==> src/sv/obl_pkg.sv <==
`default_nettype none
package obl_pkg;

    localparam int CAPACITY = 16;
    localparam int AW = $clog2(CAPACITY);
    localparam int CW = $clog2(CAPACITY + 1);

    typedef enum logic [2:0] {
        FN_PUSH_FRONT  = 3'd0,
        FN_PUSH_BACK   = 3'd1,
        FN_INS_AFTER   = 3'd2,
        FN_INS_BEFORE  = 3'd3,
        FN_POP_FRONT   = 3'd4,
        FN_POP_BACK    = 3'd5,
        FN_DELETE      = 3'd6,
        FN_READ_ALL    = 3'd7
    } t_func;

    typedef enum logic [1:0] {
        ST_OK       = 2'd0,
        ST_EMPTY    = 2'd1,
        ST_FULL     = 2'd2,
        ST_NOTFOUND = 2'd3
    } t_status;

    // one access request to the entry store, indexes are list positions
    typedef struct packed {
        logic          rd_en;
        logic [CW-1:0] rd_idx;
        logic          wr_en;
        logic [CW-1:0] wr_idx;
        logic [7:0]    wr_data;
    } t_ram_req;

endpackage
`default_nettype wire

==> src/sv/obl_if.sv <==
`default_nettype none
interface obl_in_if;
    logic       valid;
    logic       ready;
    logic [2:0] func;
    logic [7:0] value;
    logic [7:0] key;
    modport source (output valid, output func, output value, output key, input ready);
    modport sink (input valid, input func, input value, input key, output ready);
endinterface

interface obl_out_if;
    logic       valid;
    logic       ready;
    logic [1:0] status;
    logic [7:0] data;
    logic [4:0] count;
    logic       last;
    modport source (output valid, output status, output data, output count, output last,
                    input ready);
    modport sink (input valid, input status, input data, input count, input last,
                  output ready);
endinterface
`default_nettype wire

==> src/sv/obl_ring.sv <==
`default_nettype none
module obl_ring (
    input  wire logic                     i_clk,
    input  wire logic [obl_pkg::AW-1:0]   i_head,
    input  wire obl_pkg::t_ram_req        i_req,
    output logic [7:0]                    o_rdata
);

    logic [7:0] r_mem [obl_pkg::CAPACITY];

    // map a list position onto the ring, front entry at the head
    function automatic logic [obl_pkg::AW-1:0] phys(input logic [obl_pkg::AW-1:0] h,
                                                    input logic [obl_pkg::CW-1:0] i);
        logic [obl_pkg::CW:0] s;
        s = {{(obl_pkg::CW + 1 - obl_pkg::AW){1'b0}}, h} + {1'b0, i};
        if (s >= (obl_pkg::CW + 1)'(obl_pkg::CAPACITY)) begin
            s = s - (obl_pkg::CW + 1)'(obl_pkg::CAPACITY);
        end
        return s[obl_pkg::AW-1:0];
    endfunction

    always_ff @(posedge i_clk) begin
        if (i_req.wr_en) begin
            r_mem[phys(i_head, i_req.wr_idx)] <= i_req.wr_data;
        end
        if (i_req.rd_en) begin
            o_rdata <= r_mem[phys(i_head, i_req.rd_idx)];
        end
    end

endmodule
`default_nettype wire

==> src/sv/ordered_byte_list_engine_core.sv <==
`default_nettype none
// Channel  | Dir | Payload                          | Beat taken when
// i_in     | in  | func[2:0] value[7:0] key[7:0]    | valid && ready
// o_out    | out | status[1:0] data[7:0] count[4:0] last | valid && ready
//
// One command at a time. Push: write, emit. Pop: read, take data, emit.
// Insert/delete: a key scan (read, compare) per entry visited, then each
// shifted entry goes through the entry store (read, then write back). Read
// all: a read and an emit per entry. Reset (synchronous, active low) empties
// the list; no clearing pass, entries are only read below the count. A
// stalled result beat holds in the output register and stalls the sequencer.
module ordered_byte_list_engine_core (
    input  wire logic  i_clk,
    input  wire logic  i_rst_n,
    obl_in_if.sink     i_in,
    obl_out_if.source  o_out
);

    localparam int CW = obl_pkg::CW;
    localparam int AW = obl_pkg::AW;

    typedef enum logic [3:0] {
        S_IDLE, S_EXEC, S_POP_DATA, S_SCAN_RD, S_SCAN_CMP,
        S_SH_RD, S_SH_WR, S_PLACE, S_RD_REQ, S_RD_EMIT, S_EMIT
    } t_state;

    t_state            r_state;
    obl_pkg::t_func    r_func;
    logic [7:0]        r_value;
    logic [7:0]        r_key;
    logic [CW-1:0]     r_count;
    logic [AW-1:0]     r_head;
    logic [CW-1:0]     r_idx;
    logic [CW-1:0]     r_tgt;
    obl_pkg::t_status  r_st;
    logic [7:0]        r_dat;

    logic              r_ov;
    logic [1:0]        r_o_status;
    logic [7:0]        r_o_data;
    logic [4:0]        r_o_count;
    logic              r_o_last;

    obl_pkg::t_ram_req ram_req;
    logic [7:0]        rdata;
    logic              can_emit;
    logic              is_full;
    logic              is_empty;
    logic [CW:0]       n_idx;

    assign i_in.ready   = (r_state == S_IDLE);
    assign o_out.valid  = r_ov;
    assign o_out.status = r_o_status;
    assign o_out.data   = r_o_data;
    assign o_out.count  = r_o_count;
    assign o_out.last   = r_o_last;

    assign can_emit = !r_ov || o_out.ready;
    assign is_full  = (r_count == CW'(obl_pkg::CAPACITY));
    assign is_empty = (r_count == '0);

    obl_ring u_ring (
        .i_clk   (i_clk),
        .i_head  (r_head),
        .i_req   (ram_req),
        .o_rdata (rdata)
    );

    // store requests follow the sequencer state
    always_comb begin
        ram_req = '0;
        unique case (r_state)
            S_EXEC: begin
                unique case (r_func)
                    obl_pkg::FN_PUSH_FRONT: begin
                        // position one below the front wraps to the new head
                        ram_req.wr_en   = !is_full;
                        ram_req.wr_idx  = CW'(obl_pkg::CAPACITY - 1);
                        ram_req.wr_data = r_value;
                    end
                    obl_pkg::FN_PUSH_BACK: begin
                        ram_req.wr_en   = !is_full;
                        ram_req.wr_idx  = r_count;
                        ram_req.wr_data = r_value;
                    end
                    obl_pkg::FN_POP_FRONT: begin
                        ram_req.rd_en  = !is_empty;
                        ram_req.rd_idx = '0;
                    end
                    obl_pkg::FN_POP_BACK: begin
                        ram_req.rd_en  = !is_empty;
                        ram_req.rd_idx = r_count - CW'(1);
                    end
                    default: ;
                endcase
            end
            S_SCAN_RD, S_RD_REQ: begin
                ram_req.rd_en  = 1'b1;
                ram_req.rd_idx = r_idx;
            end
            S_SH_RD: begin
                ram_req.rd_en  = 1'b1;
                ram_req.rd_idx = (r_func == obl_pkg::FN_DELETE) ? r_idx + CW'(1)
                                                               : r_idx - CW'(1);
            end
            S_SH_WR: begin
                ram_req.wr_en   = 1'b1;
                ram_req.wr_idx  = r_idx;
                ram_req.wr_data = rdata;
            end
            S_PLACE: begin
                ram_req.wr_en   = 1'b1;
                ram_req.wr_idx  = r_idx;
                ram_req.wr_data = r_value;
            end
            default: ;
        endcase
    end

    assign n_idx = {1'b0, r_idx} + (CW + 1)'(1);

    always_ff @(posedge i_clk) begin
        if (!i_rst_n) begin
            r_state <= S_IDLE;
            r_count <= '0;
            r_head  <= '0;
            r_ov    <= 1'b0;
        end else begin
            // drop the output beat once taken; a new load below overrides
            if (r_ov && o_out.ready) begin
                r_ov <= 1'b0;
            end
            unique case (r_state)
                S_IDLE: begin
                    if (i_in.valid) begin
                        r_func  <= obl_pkg::t_func'(i_in.func);
                        r_value <= i_in.value;
                        r_key   <= i_in.key;
                        r_state <= S_EXEC;
                    end
                end
                S_EXEC: begin
                    r_dat <= '0;
                    r_idx <= '0;
                    unique case (r_func)
                        obl_pkg::FN_PUSH_FRONT, obl_pkg::FN_PUSH_BACK: begin
                            r_state <= S_EMIT;
                            if (is_full) begin
                                r_st <= obl_pkg::ST_FULL;
                            end else begin
                                r_st    <= obl_pkg::ST_OK;
                                r_count <= r_count + CW'(1);
                                if (r_func == obl_pkg::FN_PUSH_FRONT) begin
                                    r_head <= (r_head == '0) ? AW'(obl_pkg::CAPACITY - 1)
                                                             : r_head - AW'(1);
                                end
                            end
                        end
                        obl_pkg::FN_INS_AFTER, obl_pkg::FN_INS_BEFORE: begin
                            if (is_empty) begin
                                r_st    <= obl_pkg::ST_EMPTY;
                                r_state <= S_EMIT;
                            end else if (is_full) begin
                                r_st    <= obl_pkg::ST_FULL;
                                r_state <= S_EMIT;
                            end else begin
                                r_state <= S_SCAN_RD;
                            end
                        end
                        obl_pkg::FN_POP_FRONT, obl_pkg::FN_POP_BACK: begin
                            if (is_empty) begin
                                r_st    <= obl_pkg::ST_EMPTY;
                                r_state <= S_EMIT;
                            end else begin
                                r_state <= S_POP_DATA;
                            end
                        end
                        obl_pkg::FN_DELETE: begin
                            if (is_empty) begin
                                r_st    <= obl_pkg::ST_EMPTY;
                                r_state <= S_EMIT;
                            end else begin
                                r_state <= S_SCAN_RD;
                            end
                        end
                        obl_pkg::FN_READ_ALL: begin
                            if (is_empty) begin
                                r_st    <= obl_pkg::ST_EMPTY;
                                r_state <= S_EMIT;
                            end else begin
                                r_state <= S_RD_REQ;
                            end
                        end
                    endcase
                end
                S_POP_DATA: begin
                    // read data of the end entry is back
                    r_dat   <= rdata;
                    r_st    <= obl_pkg::ST_OK;
                    r_count <= r_count - CW'(1);
                    if (r_func == obl_pkg::FN_POP_FRONT) begin
                        r_head <= (r_head == AW'(obl_pkg::CAPACITY - 1)) ? '0
                                                                         : r_head + AW'(1);
                    end
                    r_state <= S_EMIT;
                end
                S_SCAN_RD: begin
                    r_state <= S_SCAN_CMP;
                end
                S_SCAN_CMP: begin
                    if (rdata == r_key) begin
                        if (r_func == obl_pkg::FN_DELETE) begin
                            r_dat <= r_key;
                            r_st  <= obl_pkg::ST_OK;
                            if (n_idx < {1'b0, r_count}) begin
                                r_state <= S_SH_RD;
                            end else begin
                                r_count <= r_count - CW'(1);
                                r_state <= S_EMIT;
                            end
                        end else begin
                            // open a gap at the target, shifting from the back
                            r_tgt <= (r_func == obl_pkg::FN_INS_AFTER) ? n_idx[CW-1:0] : r_idx;
                            r_idx <= r_count;
                            if (((r_func == obl_pkg::FN_INS_AFTER) ? n_idx : {1'b0, r_idx})
                                < {1'b0, r_count}) begin
                                r_state <= S_SH_RD;
                            end else begin
                                r_state <= S_PLACE;
                            end
                        end
                    end else if (n_idx == {1'b0, r_count}) begin
                        r_st    <= obl_pkg::ST_NOTFOUND;
                        r_state <= S_EMIT;
                    end else begin
                        r_idx   <= n_idx[CW-1:0];
                        r_state <= S_SCAN_RD;
                    end
                end
                S_SH_RD: begin
                    r_state <= S_SH_WR;
                end
                S_SH_WR: begin
                    if (r_func == obl_pkg::FN_DELETE) begin
                        r_idx <= n_idx[CW-1:0];
                        if (n_idx + (CW + 1)'(1) < {1'b0, r_count}) begin
                            r_state <= S_SH_RD;
                        end else begin
                            r_count <= r_count - CW'(1);
                            r_state <= S_EMIT;
                        end
                    end else begin
                        r_idx   <= r_idx - CW'(1);
                        r_state <= (r_idx - CW'(1) > r_tgt) ? S_SH_RD : S_PLACE;
                    end
                end
                S_PLACE: begin
                    r_st    <= obl_pkg::ST_OK;
                    r_dat   <= '0;
                    r_count <= r_count + CW'(1);
                    r_state <= S_EMIT;
                end
                S_RD_REQ: begin
                    r_state <= S_RD_EMIT;
                end
                S_RD_EMIT: begin
                    // store read data holds until the next read is issued
                    if (can_emit) begin
                        r_ov       <= 1'b1;
                        r_o_status <= obl_pkg::ST_OK;
                        r_o_data   <= rdata;
                        r_o_count  <= 5'(r_count);
                        r_o_last   <= (n_idx == {1'b0, r_count});
                        r_idx      <= n_idx[CW-1:0];
                        r_state    <= (n_idx == {1'b0, r_count}) ? S_IDLE : S_RD_REQ;
                    end
                end
                S_EMIT: begin
                    if (can_emit) begin
                        r_ov       <= 1'b1;
                        r_o_status <= r_st;
                        r_o_data   <= r_dat;
                        r_o_count  <= 5'(r_count);
                        r_o_last   <= 1'b1;
                        r_state    <= S_IDLE;
                    end
                end
                default: r_state <= S_IDLE;
            endcase
        end
    end

endmodule
`default_nettype wire

==> src/flat_wrapper.sv <==
// flat-port wrapper written by rule: the top's interface ports become plain ports
module ordered_byte_list_engine_core_flat 
  (i_clk, i_rst_n, i_in_valid, i_in_func, i_in_value, i_in_key, i_in_ready, o_out_valid, o_out_status, o_out_data, o_out_count, o_out_last, o_out_ready);
  obl_in_if i_in_i ();
  obl_out_if o_out_i ();
  input  wire logic i_clk;
  input  wire logic i_rst_n;
  input wire logic [$bits(i_in_i.valid)-1:0] i_in_valid;
  input wire logic [$bits(i_in_i.func)-1:0] i_in_func;
  input wire logic [$bits(i_in_i.value)-1:0] i_in_value;
  input wire logic [$bits(i_in_i.key)-1:0] i_in_key;
  output wire logic [$bits(i_in_i.ready)-1:0] i_in_ready;
  output wire logic [$bits(o_out_i.valid)-1:0] o_out_valid;
  output wire logic [$bits(o_out_i.status)-1:0] o_out_status;
  output wire logic [$bits(o_out_i.data)-1:0] o_out_data;
  output wire logic [$bits(o_out_i.count)-1:0] o_out_count;
  output wire logic [$bits(o_out_i.last)-1:0] o_out_last;
  input wire logic [$bits(o_out_i.ready)-1:0] o_out_ready;
  assign i_in_i.valid = i_in_valid;
  assign i_in_i.func = i_in_func;
  assign i_in_i.value = i_in_value;
  assign i_in_i.key = i_in_key;
  assign i_in_ready = i_in_i.ready;
  assign o_out_valid = o_out_i.valid;
  assign o_out_status = o_out_i.status;
  assign o_out_data = o_out_i.data;
  assign o_out_count = o_out_i.count;
  assign o_out_last = o_out_i.last;
  assign o_out_i.ready = o_out_ready;
  ordered_byte_list_engine_core u_core (.i_clk(i_clk), .i_rst_n(i_rst_n), .i_in(i_in_i), .o_out(o_out_i));
endmodule
==> config.mk <==
export PLATFORM = sky130hd
export DESIGN_NAME = ordered_byte_list_engine_core_flat
export DESIGN_NICKNAME = d
export VERILOG_FILES = /design/src/sv/obl_pkg.sv /design/src/sv/obl_if.sv /design/src/sv/obl_ring.sv /design/src/sv/ordered_byte_list_engine_core.sv /design/src/flat_wrapper.sv
export SDC_FILE = /design/constraint.sdc
export NUM_CORES = 1
export LEC_CHECK = 0
export BUFFER_PORTS_ARGS = -buffer_cell sky130_fd_sc_hd__buf_2
export CORE_MARGIN = 2
export CORE_UTILIZATION = 25
export DETAILED_ROUTE_END_ITERATION = 12
export HOLD_SLACK_MARGIN = 0.08
export PLACE_DENSITY = 0.46
export SETUP_SLACK_MARGIN = 0.15
export SYNTH_ARGS = -nofsm -noshare
export SYNTH_HDL_FRONTEND = slang
export SYNTH_SLANG_ARGS = --single-unit
==> constraint.sdc <==
create_clock -name i_clk -period 5.4 [get_ports i_clk]
set_input_delay 0.54 -clock i_clk [delete_from_list [all_inputs] [get_ports i_clk]]
set_output_delay 0.54 -clock i_clk [all_outputs]
set_load 0.03 [all_outputs]
## Word level (Yosys, flattened, before mapping)

Memories as Yosys holds them, arrays and structs flattened. A register that Yosys moved wholly into a read port is not among the register bits.
Index checks and enable logic that the tools add are counted.

| storage, ports and cells | value |
|---|---|
| RAM bits | 128 |
| output and inout bits | 18 |
| memories kept | 1 |
| flip-flop bits (word level) | 69 |

Memories:

| memory | depth | bits a word | read ports | clocked after Yosys merged registers in | write ports | line | text |
|---|---|---|---|---|---|---|---|
| u_core.u_ring.r_mem | 16 | 8 | 1 | 1 | 1 | obl_ring.sv:9 | `logic [7:0] r_mem [obl_pkg::CAPACITY];` |

| operators by class | value |
|---|---|
| $add $sub $neg | 12 |
| multiplexer cells | 77 |
| reductions and logical operators | 33 |
| bitwise operators | 1 |
| equal/unequal tests | 39 |
| $lt $le $gt $ge | 6 |

Operator list:

| cell | number |
|---|---|
| 4-bit 2-to-1 mux | 24 |
| 5-bit 2-to-1 mux | 14 |
| 14-bit one-hot mux with 3 select lines | 1 |
| 4-bit one-hot mux with 10 select lines | 1 |
| 8-bit 2-to-1 mux | 4 |
| 14-bit one-hot mux with 2 select lines | 1 |
| 5-bit one-hot mux with 5 select lines | 1 |
| 2-bit 2-to-1 mux | 12 |
| 8-bit one-hot mux with 3 select lines | 1 |
| 4-bit one-hot mux with 5 select lines | 1 |
| 5-bit one-hot mux with 4 select lines | 1 |
| 6-bit by 5-bit less-than comparator with 1-bit output | 3 |
| 6-bit one-hot mux with 3 select lines | 1 |
| 4-bit by 3-bit == test with 1-bit output, second input constant | 4 |
| 4-bit == test, second input constant | 4 |
| 8-bit one-hot mux with 2 select lines | 1 |
| 2-bit by 1-bit inequality test with 1-bit output, second input constant | 7 |
| 2-bit OR reduction | 7 |
| 4-bit by 5-bit adder with 6-bit output | 2 |
| 3-bit == test, second input constant | 4 |
| 6-bit by 5-bit >= comparator with 1-bit output, second input constant | 2 |
| 2-bit one-hot mux with 3 select lines | 2 |
| 6-bit one-hot mux with 2 select lines | 1 |
| 4-bit AND reduction | 3 |
| 40 further kinds | 66 |

## Depth between registers and ports, before layout

Gate-level depths: netlist of the first run.

| depth | value |
|---|---|
| depth after elaboration | 8 |
| mapped depth | 13 |

## Cells and area by module

From an unflattened synthesis of the first run, not the netlist that was laid out.

| unflattened totals | value |
|---|---|
| cell total of the unflattened synthesis | 809 |
| area, all modules | 10,349.9 um^2 |

Modules (own cells, without submodules):

| module | cells each | instances | area each (um^2) |
|---|---|---|---|
| obl_ring | 350 | 1 | 5,796.8 |
| ordered_byte_list_engine_core | 459 | 1 | 4,553.1 |

## Worst setup path before layout of the first run

Ideal clock, no wire load.

| path | value |
|---|---|
| kind | register -> register |
| from | register u_core.r_idx[0] |
| to | register u_core.u_ring.o_rdata[5], read port of u_core.u_ring.r_mem (data pin) |
| path slack | 1.863 ns |
| arrival time | 3.261 ns |
| path buffers | 2 |
| required time | 5.124 ns |
| stages on the path, launching flop included | 12 |
| clock period less this slack | 3.537 ns |
| library setup time | 0.276 ns |
| cells stage by stage | edfxtp_1 > buf_4 > inv_1 > ha_1 > inv_1 > xnor2_1 > o221ai_1 > fa_1 > xnor2_1 > clkbuf_1 > mux2i_1 > mux2i_1 |

| on the way | value |
|---|---|
| cells in the longest elaborated chain, start to end | 7 |

Ends and longest elaborated chain:

| element | line | text |
|---|---|---|
| start, declared | ordered_byte_list_engine_core.sv:33 | `logic [CW-1:0] r_idx;` |
| start signal, assigned | ordered_byte_list_engine_core.sv:224 | `r_idx <= r_count;` |
| start signal, assigned | ordered_byte_list_engine_core.sv:236 | `r_idx <= n_idx[CW-1:0];` |
| start signal, assigned | ordered_byte_list_engine_core.sv:245 | `r_idx <= n_idx[CW-1:0];` |
| 5-bit by 1-bit subtractor with 5-bit output or 5-bit by 1-bit adder with 5-bit output (tied branches) | ordered_byte_list_engine_core.sv:104, ordered_byte_list_engine_core.sv:103 |  |
| 5-bit 2-to-1 mux | ordered_byte_list_engine_core.sv:103 | `ram_req.rd_idx = (r_func == obl_pkg::FN_DELETE) ? r_idx + CW'(1)` |
| 6-bit one-hot mux with 3 select lines * | ordered_byte_list_engine_core.sv:72 | `unique case (r_state)` |
| 4-bit by 5-bit adder with 6-bit output * | obl_ring.sv:15 | `s = {{(obl_pkg::CW + 1 - obl_pkg::AW){1'b0}}, h} + {1'b0, i};` |
| 6-bit by 5-bit >= comparator with 1-bit output or 4-bit by 1-bit subtractor with 4-bit output (tied branches) | obl_ring.sv:16, obl_ring.sv:17 |  |
| 4-bit 2-to-1 mux * | obl_ring.sv:16 | `if (s >= (obl_pkg::CW + 1)'(obl_pkg::CAPACITY)) begin` |
| 4-bit 2-to-1 mux * | obl_ring.sv:26 | `if (i_req.rd_en) begin` |
| end, declared | obl_ring.sv:6 | `output logic [7:0] o_rdata` |

Mark *: on every way between the ends. The rest lies on a longest branch, timed or not. The select of a mux whose other input is x is not followed.
A chain may end at the register's enable or synchronous reset.

## Final worst setup path of the first run

| path | value |
|---|---|
| from | register u_core.r_state[2] |
| to | memory u_core.u_ring.r_mem[2][6], enable pin |

| on the way | value |
|---|---|
| cells in the longest elaborated chain, start to end | 6 |

Ends and longest elaborated chain:

| element | line | text |
|---|---|---|
| start, declared | ordered_byte_list_engine_core.sv:27 | `t_state r_state;` |
| start signal, assigned | ordered_byte_list_engine_core.sv:254 | `r_state <= (r_idx - CW'(1) > r_tgt) ? S_SH_RD : S_PLACE;` |
| 4-bit by 3-bit == test with 1-bit output or 4-bit by 1-bit == test with 1-bit output (tied branches) | ordered_byte_list_engine_core.sv:72 |  |
| 14-bit one-hot mux with 3 select lines * | ordered_byte_list_engine_core.sv:72 |  |
| 4-bit by 5-bit adder with 6-bit output | obl_ring.sv:15 |  |
| 6-bit by 5-bit >= comparator with 1-bit output or 4-bit by 1-bit subtractor with 4-bit output (tied branches) | obl_ring.sv:16, obl_ring.sv:17 |  |
| 4-bit 2-to-1 mux | obl_ring.sv:16 |  |
| 4-bit 2-to-1 mux | obl_ring.sv:23 | `if (i_req.wr_en) begin` |
| end, declared | obl_ring.sv:9 |  |

Marks and branches as above.

==> flow_metrics.tcl, run 1 <==
set metrics [dict create \
    outcome "complete, no violations" \
    grt_max_degree 26 \
    worstSetupStartpointType "flip-flop" \
    drive_gt1_share_pct 19.63 \
    reg2reg_depth 11 \
    route.antenna.remaining_nets 0 \
    die_area_um2 41340 \
    antenna_found_initial 0 \
    drt_iter0_drc 571 \
    path_class "flip-flop to flip-flop" \
    fin_nets 798 \
    core-area_um2 39460 \
    cts.repair.resized 0 \
    syn_to_final_growth_pct 15.90 \
    synth.mux.area_fraction_pct 11.30 \
    hold_path_depth 1 \
    reg2reg_slack_ns 1.48 \
    die_w_um 203.3 \
    hold_violations 0 \
    critPathMaxStageDelay_ns 0.79 \
    ys_warn_count 0 \
    ir_drop_mv 0.2182 \
    rsz0062_at_grt "no" \
    clock.fmax_ghz 0.2551 \
    post_cts_buffers 0 \
    synth_largest_area_cell "edfxtp_1" \
    clockRootBuffer "clkbuf_16" \
    async_flop_share_pct 0 \
    num_vias 5912 \
    ctsHoldBuffers 0 \
    setup_viol 0 \
    multi_input_area_um2 3677 \
    hold_ws_ns 0.1801 \
    n_antenna_cell 0 \
    track_usage_pct 12.20 \
    slew_viol_final 0 \
    finalPower_mw 5.478 \
    maxCapViolations 0 \
    clkTransAtPathRegs_ns 0.06 \
    path_delay_family "simple AND/OR/NAND/NOR gates" \
    grt_pass1_vias 6082 \
    most-common-layout-cells "edfxtp_1 (191), nor2_1 (44), nand2_1 (40), buf_2 (40), ha_1 (35)" \
    seqCellArea_um2 6016 \
    routed_wl_um 24990 \
    place_ws_ns 1.533 \
    fin_setup_tns_ns 0 \
    finalCritPeriodShare_pct 72.60 \
    netlist-cell-type-count 70 \
    ys_ff_latch 205 \
    fin_cells 1279 \
    dpl.hpwl_um 17590 \
    numCtsBuffers 23 \
    synth_nets 746 \
    crit_path_max_fanout 17 \
    syn_inst 685 \
    synth_edf_count 191 \
    r2r-end "u_core.u_ring.r_mem[2][6]" \
    yosys.area.top_type_share_pct 57.75 \
    clock_path_buffers 3 \
    synthXorXnorAreaFrac_pct 3.162 \
    ys_seq_area_share_pct 60.57 \
    placed_cells 1237 \
    syn_avg_cell_area_um2 14.50 \
    drt-pass1-iter-count 5 \
    route.detailed.drc 0 \
    synthAdderAreaFrac_pct 4.938 \
    max-slew-margin-rel_pct 20.45 \
    cts_tree "done" \
    viasPerCell 4.622 \
    place_area_um2 10770 \
    slowest_stage "nor2_1" \
    postLayoutSetupSlackWorst_ns 1.480 \
    synth.top_cells.by_area "edfxtp_1 (58%), mux4_2 (7.3%), ha_1 (4.5%)" \
    synthSimpleGateAreaFrac_pct 8.793 \
    end_kind "flip-flop" \
    hold_class "primary input to flip-flop" \
    crit_buf_inv 0 \
    clk-insertion-delay-late_ns 0.54 \
    critPathRequiredTime_ns 5.55 \
    stdcell_area_um2 11510 \
    cp_cell_sequence "nor2_1, nand3_1, a21oi_1, a21o_1, ha_1, a21o_1, a21oi_1, xnor2_1, xor2_1, nand2_1, nor2_1" \
    arrival_ns 4.07 \
    start_util_pct 25.17 \
    final.setup_skew_ns 0.01552 \
    grt_pass1_wl_um 38320 \
    gp_congestion 0.8158 \
    gr-total-overflow 0 \
    r2r_start "u_core.r_state[2]" \
    htree_levels 1 \
    numClockSinks 205 \
    holdPathEnd "u_core.r_value[5]" \
    wl_per_cell_um 19.54 \
    hp-start "i_in_value[5]" \
    p_per_area_nw_per_um2 475.9 \
    portBuffers 40 \
    synth_top_family_by_area "multiplexers" \
    min_period_ns 3.920 \
    synth-compound-area-share_pct 8.604 \
    synthFlopType "edfxtp_1" \
    p_leak_nw 4.009 \
    post-route-util_pct 29.17 \
    die_height_um 203.3 \
    synth_area_um2 9932 \
    io_pins 41 \
    fp-row-count 73 \
    mostFrequentLayoutCell "edfxtp_1" \
    worstMarginPinSlew_ns 1.184 \
    fillCellCount 4001 \
]
==> layout make-up <==
type / instances / share of cell area (%)
flip-flops and latches: 205 / 52.26
multi-input cells: 429 / 31.95
well taps: 525 / 5.707
clock buffers: 25 / 5.065
repair buffers: 57 / 2.957
clock inverters: 17 / 1.380
inverters: 21 / 0.6848
==> routing by layer <==
metal	up-vias	wire [µm]	GRT usage (%)	share of wire, %
met1	2968	11620	16.94	46
li1	2779	-	-	-
met4	0	500	3.050	2.0
met2	132	11770	19.49	47
met3	33	1102	2.461	4.4
met5	-	0	0	0
==> report_power, final <==
group	total (mW)	switching [mW]	leakage, nW	internal (mW)
logic	1.84	1.06	1.79	0.778
registers	2.09	0.142	1.85	1.95
clock network	1.55	0.663	0.362	0.885
total	5.48	1.87	4.01	3.61
==> sequential cells by signal, indices dropped and copies added, names as in the netlist <==
register and count:
u_core.r_state 4, u_core.o_out.data 8, u_core.r_idx 5, u_core.o_out.last 1, u_core.r_head 4, u_core.r_st 2, u_core.r_value 8, u_core.r_dat 8
u_core.o_out.count 5, u_core.u_ring.r_mem 128, u_core.o_out.status 2, u_core.o_out.valid 1, u_core.r_count 5, u_core.r_func 3, u_core.r_key 8, u_core.r_tgt 5
u_core.u_ring.o_rdata 8
==> how the worst max path moves through the flow <==
| stage | startpoint | to | slack (ns) | cells after the start |
|---|---|---|---|---|
| 4_1_cts | u_core.r_idx[1] | u_core.u_ring.o_rdata[6] | 1.50 | 10 |
| 3_5_place_dp | u_core.r_state[2] | u_core.u_ring.r_mem[3][6] | 1.53 | 11 |
| 2_1_floorplan | u_core.r_idx[0] | u_core.u_ring.o_rdata[5] | 1.86 | 11 |
| 5_1_grt | u_core.r_idx[1] | u_core.u_ring.o_rdata[3] | 1.16 | 10 |
| 6_report | u_core.r_state[2] | u_core.u_ring.r_mem[2][6] | 1.48 | 11 |
| 3_3_place_gp | u_core.r_state[2] | u_core.u_ring.r_mem[14][6] | 1.57 | 10 |
==> worst register-to-register path, stage by stage (launching register included) <==
cell and delay (ns):
dfxtp_1 0.49, nor2_1 0.47, nand3_1 0.29, a21oi_1 0.20, a21o_1 0.16, ha_1 0.24
a21o_1 0.15, a21oi_1 0.17, xnor2_1 0.20, xor2_1 0.23, nand2_1 0.14, nor2_1 0.79
==> synth_stat cells, types with 9 or more instances <==
cell type / instances
ha_1: 36
a21o_1: 11
mux2_2: 9
xor2_1: 15
a21oi_1: 32
nor2_1: 44
nand2b_1: 12
inv_1: 21
mux2i_1: 30
nand3_1: 9
o21ai_0: 17
a22o_1: 15
clkbuf_1: 16
nand2_1: 40
mux4_2: 32
edfxtp_1: 191
xnor2_1: 19
nor3_1: 10
dfxtp_1: 14
==> cells by family after synthesis <==
kind of cell | Yosys count
fa+ha+maj | 38
buf+inv | 51
mux | 71
simple gates | 162
compound gates | 123
flops | 205
xor+xnor | 35
Note: power is estimated with default switching activity, not from simulation.
==> run 2: changes to the inputs <==
--- a/config.mk
+++ b/config.mk
@@ -10,7 +10,7 @@
 export CORE_UTILIZATION = 25
 export DETAILED_ROUTE_END_ITERATION = 12
 export HOLD_SLACK_MARGIN = 0.08
-export PLACE_DENSITY = 0.46
+export PLACE_DENSITY = 0.47
 export SETUP_SLACK_MARGIN = 0.15
 export SYNTH_ARGS = -nofsm -noshare
 export SYNTH_HDL_FRONTEND = slang
==> constraint.sdc (replaced) <==
create_clock -name i_clk -period 3.2 [get_ports i_clk]
set_input_delay 0.32 -clock i_clk [delete_from_list [all_inputs] [get_ports i_clk]]
set_output_delay 0.32 -clock i_clk [all_outputs]
set_load 0.03 [all_outputs]
==> flow_metrics.tcl, run 2 (synthesized netlist as in run 1, its figures left out) <==
set metrics [dict create \
    outcome "complete, no violations" \
    numCtsBuffers 23 \
    num_vias 6374 \
    clock.fmax_ghz 0.3220 \
    multi_input_area_um2 4123 \
    gp_congestion 0.8561 \
    comb_power_share_pct 42.0 \
    htree_levels 1 \
    sequentialPowerShare_pct 33.3 \
    worstMarginPinSlew_ns 0.7349 \
    pwr-share-clk_pct 24.7 \
    wl_per_cell_um 18.81 \
    max-slew-margin-rel_pct 51.00 \
    postLayoutSetupSlackWorst_ns 0.09476 \
    end_kind "flip-flop" \
    cp_common_cell "buf_6" \
    hold_class "primary input to flip-flop" \
    grt_pass1_wl_um 39850 \
    numClockSinks 205 \
    clkTransAtPathRegs_ns 0.06 \
    seqCellArea_um2 6018 \
    clk-insertion-delay-late_ns 0.53 \
    syn_to_final_growth_pct 32.39 \
    netSwitchingFraction_pct 33.68 \
    slowest_stage "fa_2" \
    p_per_area_nw_per_um2 791.4 \
    clockRootBuffer "clkbuf_16" \
    min_period_ns 3.105 \
    cp_cell_sequence "nor2b_4, buf_6, a22oi_2, nor2_4, nand2_2, o221ai_4, ha_4, fa_2, buf_12, mux4_2, mux2i_4, buf_6, mux2i_1" \
    critPathMaxStageDelay_ns 0.64 \
    crit_path_max_fanout 6 \
    viasPerCell 4.546 \
    route.antenna.remaining_nets 0 \
    hold_violations 0 \
    gr-total-overflow 0 \
    critPathRequiredTime_ns 3.46 \
    track_usage_pct 12.56 \
    drive_gt1_share_pct 36.83 \
    routed_wl_um 26370 \
    arrival_ns 3.37 \
    regMostFlops "u_core.u_ring.r_mem" \
    drt_iter0_drc 457 \
    path_class "flip-flop to flip-flop" \
    die_area_um2 41340 \
    final.setup_skew_ns 0.01425 \
    mostFrequentLayoutCell "edfxtp_1" \
    maxCapViolations 0 \
    drt-pass1-iter-count 5 \
    reg2reg_depth 13 \
    path_delay_family "adder cells" \
    rsz0062_at_grt "yes" \
    antenna_found_initial 0 \
    cp.depth 13 \
    hold_path_depth 2 \
    fillCellCount 3857 \
    grt_pass1_vias 6355 \
    dpl.hpwl_um 18110 \
    most-common-layout-cells "edfxtp_1 (191), buf_4 (91), buf_2 (40), mux4_2 (32), nand2_1 (31)" \
    largest_reg_flops 128 \
    start_util_pct 25.17 \
    slew_viol_final 0 \
    place_ws_ns -0.3209 \
    fp-row-count 73 \
    finalCritPeriodShare_pct 97.04 \
    fin_nets 921 \
    portBuffers 40 \
    reg2reg_slack_ns 0.09 \
    die_height_um 203.3 \
    route.detailed.drc 0 \
    n_antenna_cell 0 \
    clock_path_buffers 3 \
    place_area_um2 11420 \
    ir_drop_mv 0.3668 \
    cts_tree "done" \
    die_w_um 203.3 \
    power.switching_mw 3.504 \
    crit_buf_inv 3 \
    p_leak_nw 4.710 \
    io_pins 41 \
    stdcell_area_um2 13150 \
    setup_viol 0 \
    core-area_um2 39460 \
    worstSetupStartpointType "flip-flop" \
    grt_max_degree 24 \
    internal-power_mw 6.901 \
]
[run 2: cell count changes in the layout (fill, tap and decap cells not counted), moves of 7 or more]
cell / previous run / this run
buf_4: 16 / 91
buf_6: 0 / 18
dlygate4sd3_1: 0 / 19
mux2i_1: 30 / 23
nand2_1: 40 / 31
nand2_2: 0 / 9
nor2_1: 44 / 30
nor2_2: 0 / 11
[run 2: worst register-to-register path, delay by kind of cell (launching register included)]
family                     cells  cell delay [ns]
AOI/OAI and AO/OA              2             0.36
DFF                            1             0.33
adders and majority gates      2             0.82
buffers and inverters          3             0.42
muxes                          3             0.64
and+or+nand+nor                3             0.28
[run 2: timing repair]
item,CTS,global route
hold buffers,19,0
hold endpoints to repair,19,0
buffers inserted,13,9
endpoints found under the setup margin,145,144
gates cloned,2,2
gates resized for setup,50,64
pin swaps,16,27
[run 2: through the flow]
step	util, %	std cells	setup TNS, ns	power (mW)	hold WS, ns
after floorplan	-	685	0	5.858	0.4189
after global placement	28.93	1315	-1.572	7.139	0.4982
after detailed placement	28.93	1315	-2.522	7.148	0.4994
after CTS	32.28	1391	0	10.20	0.1475
after global routing	33.32	1402	-0.08122	10.98	0.1668
final	33.32	1402	0	10.41	0.1633
[run 2: final timing paths]
path,from,endpoint
hold reg to reg,u_core.r_dat[0],u_core.o_out.data[0]
setup reg to reg,u_core.r_state[0],u_core.u_ring.o_rdata[2]
hold / removal,i_rst_n,u_core.r_count[1]
setup / recovery,u_core.r_state[0],u_core.u_ring.o_rdata[2]
[run 2: cell type report]
type	instances	share of cell area (%)
Tap cell	525	4.996
Clock inverter	14	1.075
Inverter	21	0.5995
Timing Repair Buffer	180	11.69
Multi-Input combinational cell	429	31.35
Sequential cell	205	45.77
Clock buffer	28	4.520
[run 2: metal layers]
layer / global-route usage (%) / up-vias / share of wire [%]
met1: 18.12 / 3150 / 47
met3: 1.950 / 38 / 3.8
met2: 19.90 / 153 / 47
met5: 0 / - / 0
li1: - / 3033 / -
met4: 2.737 / 0 / 1.8
[run 2: power groups by stage]
stage | clock network, mW | registers (mW) | logic (mW)
3_3_place_gp | 0 | 3.50 | 3.64
5_1_grt | 2.76 | 3.49 | 4.73
6_report | 2.57 | 3.46 | 4.37
2_1_floorplan | 0 | 3.48 | 2.38
3_5_place_dp | 0 | 3.50 | 3.65
4_1_cts | 2.66 | 3.46 | 4.09
==> run 3: changes to the inputs <==
--- a/config.mk
+++ b/config.mk
@@ -10,7 +10,7 @@
 export CORE_UTILIZATION = 25
 export DETAILED_ROUTE_END_ITERATION = 12
 export HOLD_SLACK_MARGIN = 0.08
-export PLACE_DENSITY = 0.47
+export PLACE_DENSITY = 0.46
 export SETUP_SLACK_MARGIN = 0.15
 export SYNTH_ARGS = -nofsm -noshare
 export SYNTH_HDL_FRONTEND = slang
==> constraint.sdc (replaced) <==
create_clock -name i_clk -period 2.9 [get_ports i_clk]
set_input_delay 0.29 -clock i_clk [delete_from_list [all_inputs] [get_ports i_clk]]
set_output_delay 0.29 -clock i_clk [all_outputs]
set_load 0.03 [all_outputs]
==> flow_metrics.tcl, run 3 (synthesized netlist as in run 1, its figures left out) <==
set metrics [dict create \
    clock_path_buffers 3 \
    clk-insertion-delay-late_ns 0.53 \
    critPathMaxStageDelay_ns 0.48 \
    track_usage_pct 12.60 \
    htree_levels 1 \
    cp.depth 11 \
    hold_class "primary input to flip-flop" \
    worstSetupStartpointType "flip-flop" \
    finalCritPeriodShare_pct 103.0 \
    arrival_ns 3.26 \
    worstMarginPinSlew_ns 0.5870 \
    grt_max_degree 21 \
    slew_viol_final 0 \
    core-area_um2 39460 \
    route.antenna.remaining_nets 0 \
    gr-total-overflow 0 \
    ir_drop_mv 0.4212 \
    final.setup_skew_ns 0.009624 \
    clock.fmax_ghz 0.3347 \
    most-common-layout-cells "edfxtp_1 (191), buf_4 (111), buf_2 (40), mux4_2 (32), nand2_1 (30)" \
    numClockSinks 205 \
    post-route-util_pct 35.06 \
    crit_path_start "u_core.r_state[0]" \
    crit_path_max_fanout 13 \
    n_antenna_cell 0 \
    numCtsBuffers 23 \
    mostFrequentLayoutCell "edfxtp_1" \
    viasPerCell 4.539 \
    antenna_found_initial 1 \
    outcome "finished with violations" \
    num_vias 6518 \
    routed_wl_um 26510 \
    end_kind "flip-flop" \
    rsz0062_at_grt "yes" \
    endpoint "u_core.u_ring.o_rdata[5]" \
    min_period_ns 2.988 \
    reg2reg_slack_ns -0.09 \
    drt_iter0_drc 363 \
    dpl.hpwl_um 19080 \
    postLayoutSetupSlackWorst_ns -0.08774 \
    fin_nets 955 \
    violations "negative setup slack" \
    gp_congestion 0.8114 \
    io_pins 41 \
    crit_buf_inv 2 \
    start_util_pct 25.17 \
    fp-row-count 73 \
    die_height_um 203.3 \
    r2r_start "u_core.r_state[0]" \
    cp_cell_sequence "nor2b_4, nand2_2, or3_4, o221ai_2, ha_2, fa_2, buf_12, buf_12, mux4_2, mux2i_1, mux2i_1" \
    largest_reg_flops 128 \
    path_delay_family "adder cells" \
    critPathRequiredTime_ns 3.18 \
    fin_setup_tns_ns -0.5943 \
    grt_pass1_wl_um 39770 \
    wl_per_cell_um 18.46 \
    p_leak_nw 5.045 \
    hold_path_depth 2 \
    portBuffers 40 \
    max-slew-margin-rel_pct 60.71 \
    die_w_um 203.3 \
    route.detailed.drc 0 \
    path_class "flip-flop to flip-flop" \
    grt_pass1_vias 6564 \
    clkTransAtPathRegs_ns 0.06 \
    reg2reg_depth 11 \
    syn_to_final_growth_pct 39.28 \
    hold_violations 0 \
    maxCapViolations 0 \
    clockRootBuffer "clkbuf_16" \
    setup_viol 11 \
    drt-pass1-iter-count 5 \
    p_per_area_nw_per_um2 875.0 \
    r2r-end "u_core.u_ring.o_rdata[5]" \
    slowest_stage "fa_2" \
    cts_tree "done" \
    drive_gt1_share_pct 41.05 \
    regMostFlops "u_core.u_ring.r_mem" \
    die_area_um2 41340 \
]
-- run 3: changes by cell type in the layout (fill, tap and decap cells not counted), moves of 5 or more --
cell / previous run / this run
buf_12: 7 / 17
buf_4: 91 / 111
nand2_2: 9 / 4
nand2_4: 0 / 6
nor2_1: 30 / 25
nor2_2: 11 / 0
nor2_4: 4 / 20
-- run 3: power breakdown --
group	switching [mW]	internal (mW)	total, mW
sequential	0.183	3.63	3.81
combinational	2.59	2.47	5.06
clock	1.20	2.03	3.24
total	3.97	8.13	12.1
-- run 3: timing repair --
action | in CTS | in global routing
buffers inserted | 6 | 22
pin swaps | 24 | 34
gates cloned | 0 | 2
endpoints found under the setup margin | 145 | 148
gates resized for setup | 58 | 63
endpoints found under the hold margin | 19 | 0
hold buffers | 19 | 0
-- run 3: layout make-up --
class / count / area, µm²
clock inverters: 14 / 242.7
fillers: 3828 / 25620
well taps: 525 / 656.9
multi-input cells: 429 / 4315
flip-flops and latches: 205 / 6021
inverters: 21 / 78.83
repair buffers: 214 / 1914
clock buffers: 28 / 604.3
-- run 3: how the worst min path moves through the flow --
stage	startpoint	to	slack [ns]
2_1_floorplan	i_in_func[0]	u_core.r_func[0]	0.39
3_3_place_gp	i_in_value[4]	u_core.r_value[4]	0.47
3_5_place_dp	i_in_value[3]	u_core.r_value[3]	0.47
4_1_cts	i_rst_n	u_core.r_count[1]	0.10
5_1_grt	i_rst_n	u_core.r_count[1]	0.12
6_report	i_rst_n	u_core.r_count[1]	0.13
-- run 3: per-stage QoR --
stage	hold slack, ns	worst slack (ns)	instances	cell area [µm²]	total power [mW]
after floorplan	0.3889	0.02538	685	10190	6.640
after global placement	0.4673	-0.3303	1345	11930	8.150
after detailed placement	0.4687	-0.2625	1345	11930	8.156
after CTS	0.1010	-0.05628	1412	13260	11.66
after global routing	0.1192	-0.2325	1436	13830	12.72
final	0.1267	-0.08774	1436	13830	12.10
-- run 3: layer usage --
metal | GRT usage [%] | wire length [µm] | share of wire (%) | up-vias
met2 | 20.99 | 12820 | 48 | 148
met3 | 1.406 | 989 | 3.7 | 19
li1 | - | - | - | 3089
met4 | 3.180 | 327 | 1.2 | 0
met5 | 0 | 0 | 0 | -
met1 | 17.51 | 12380 | 47 | 3262
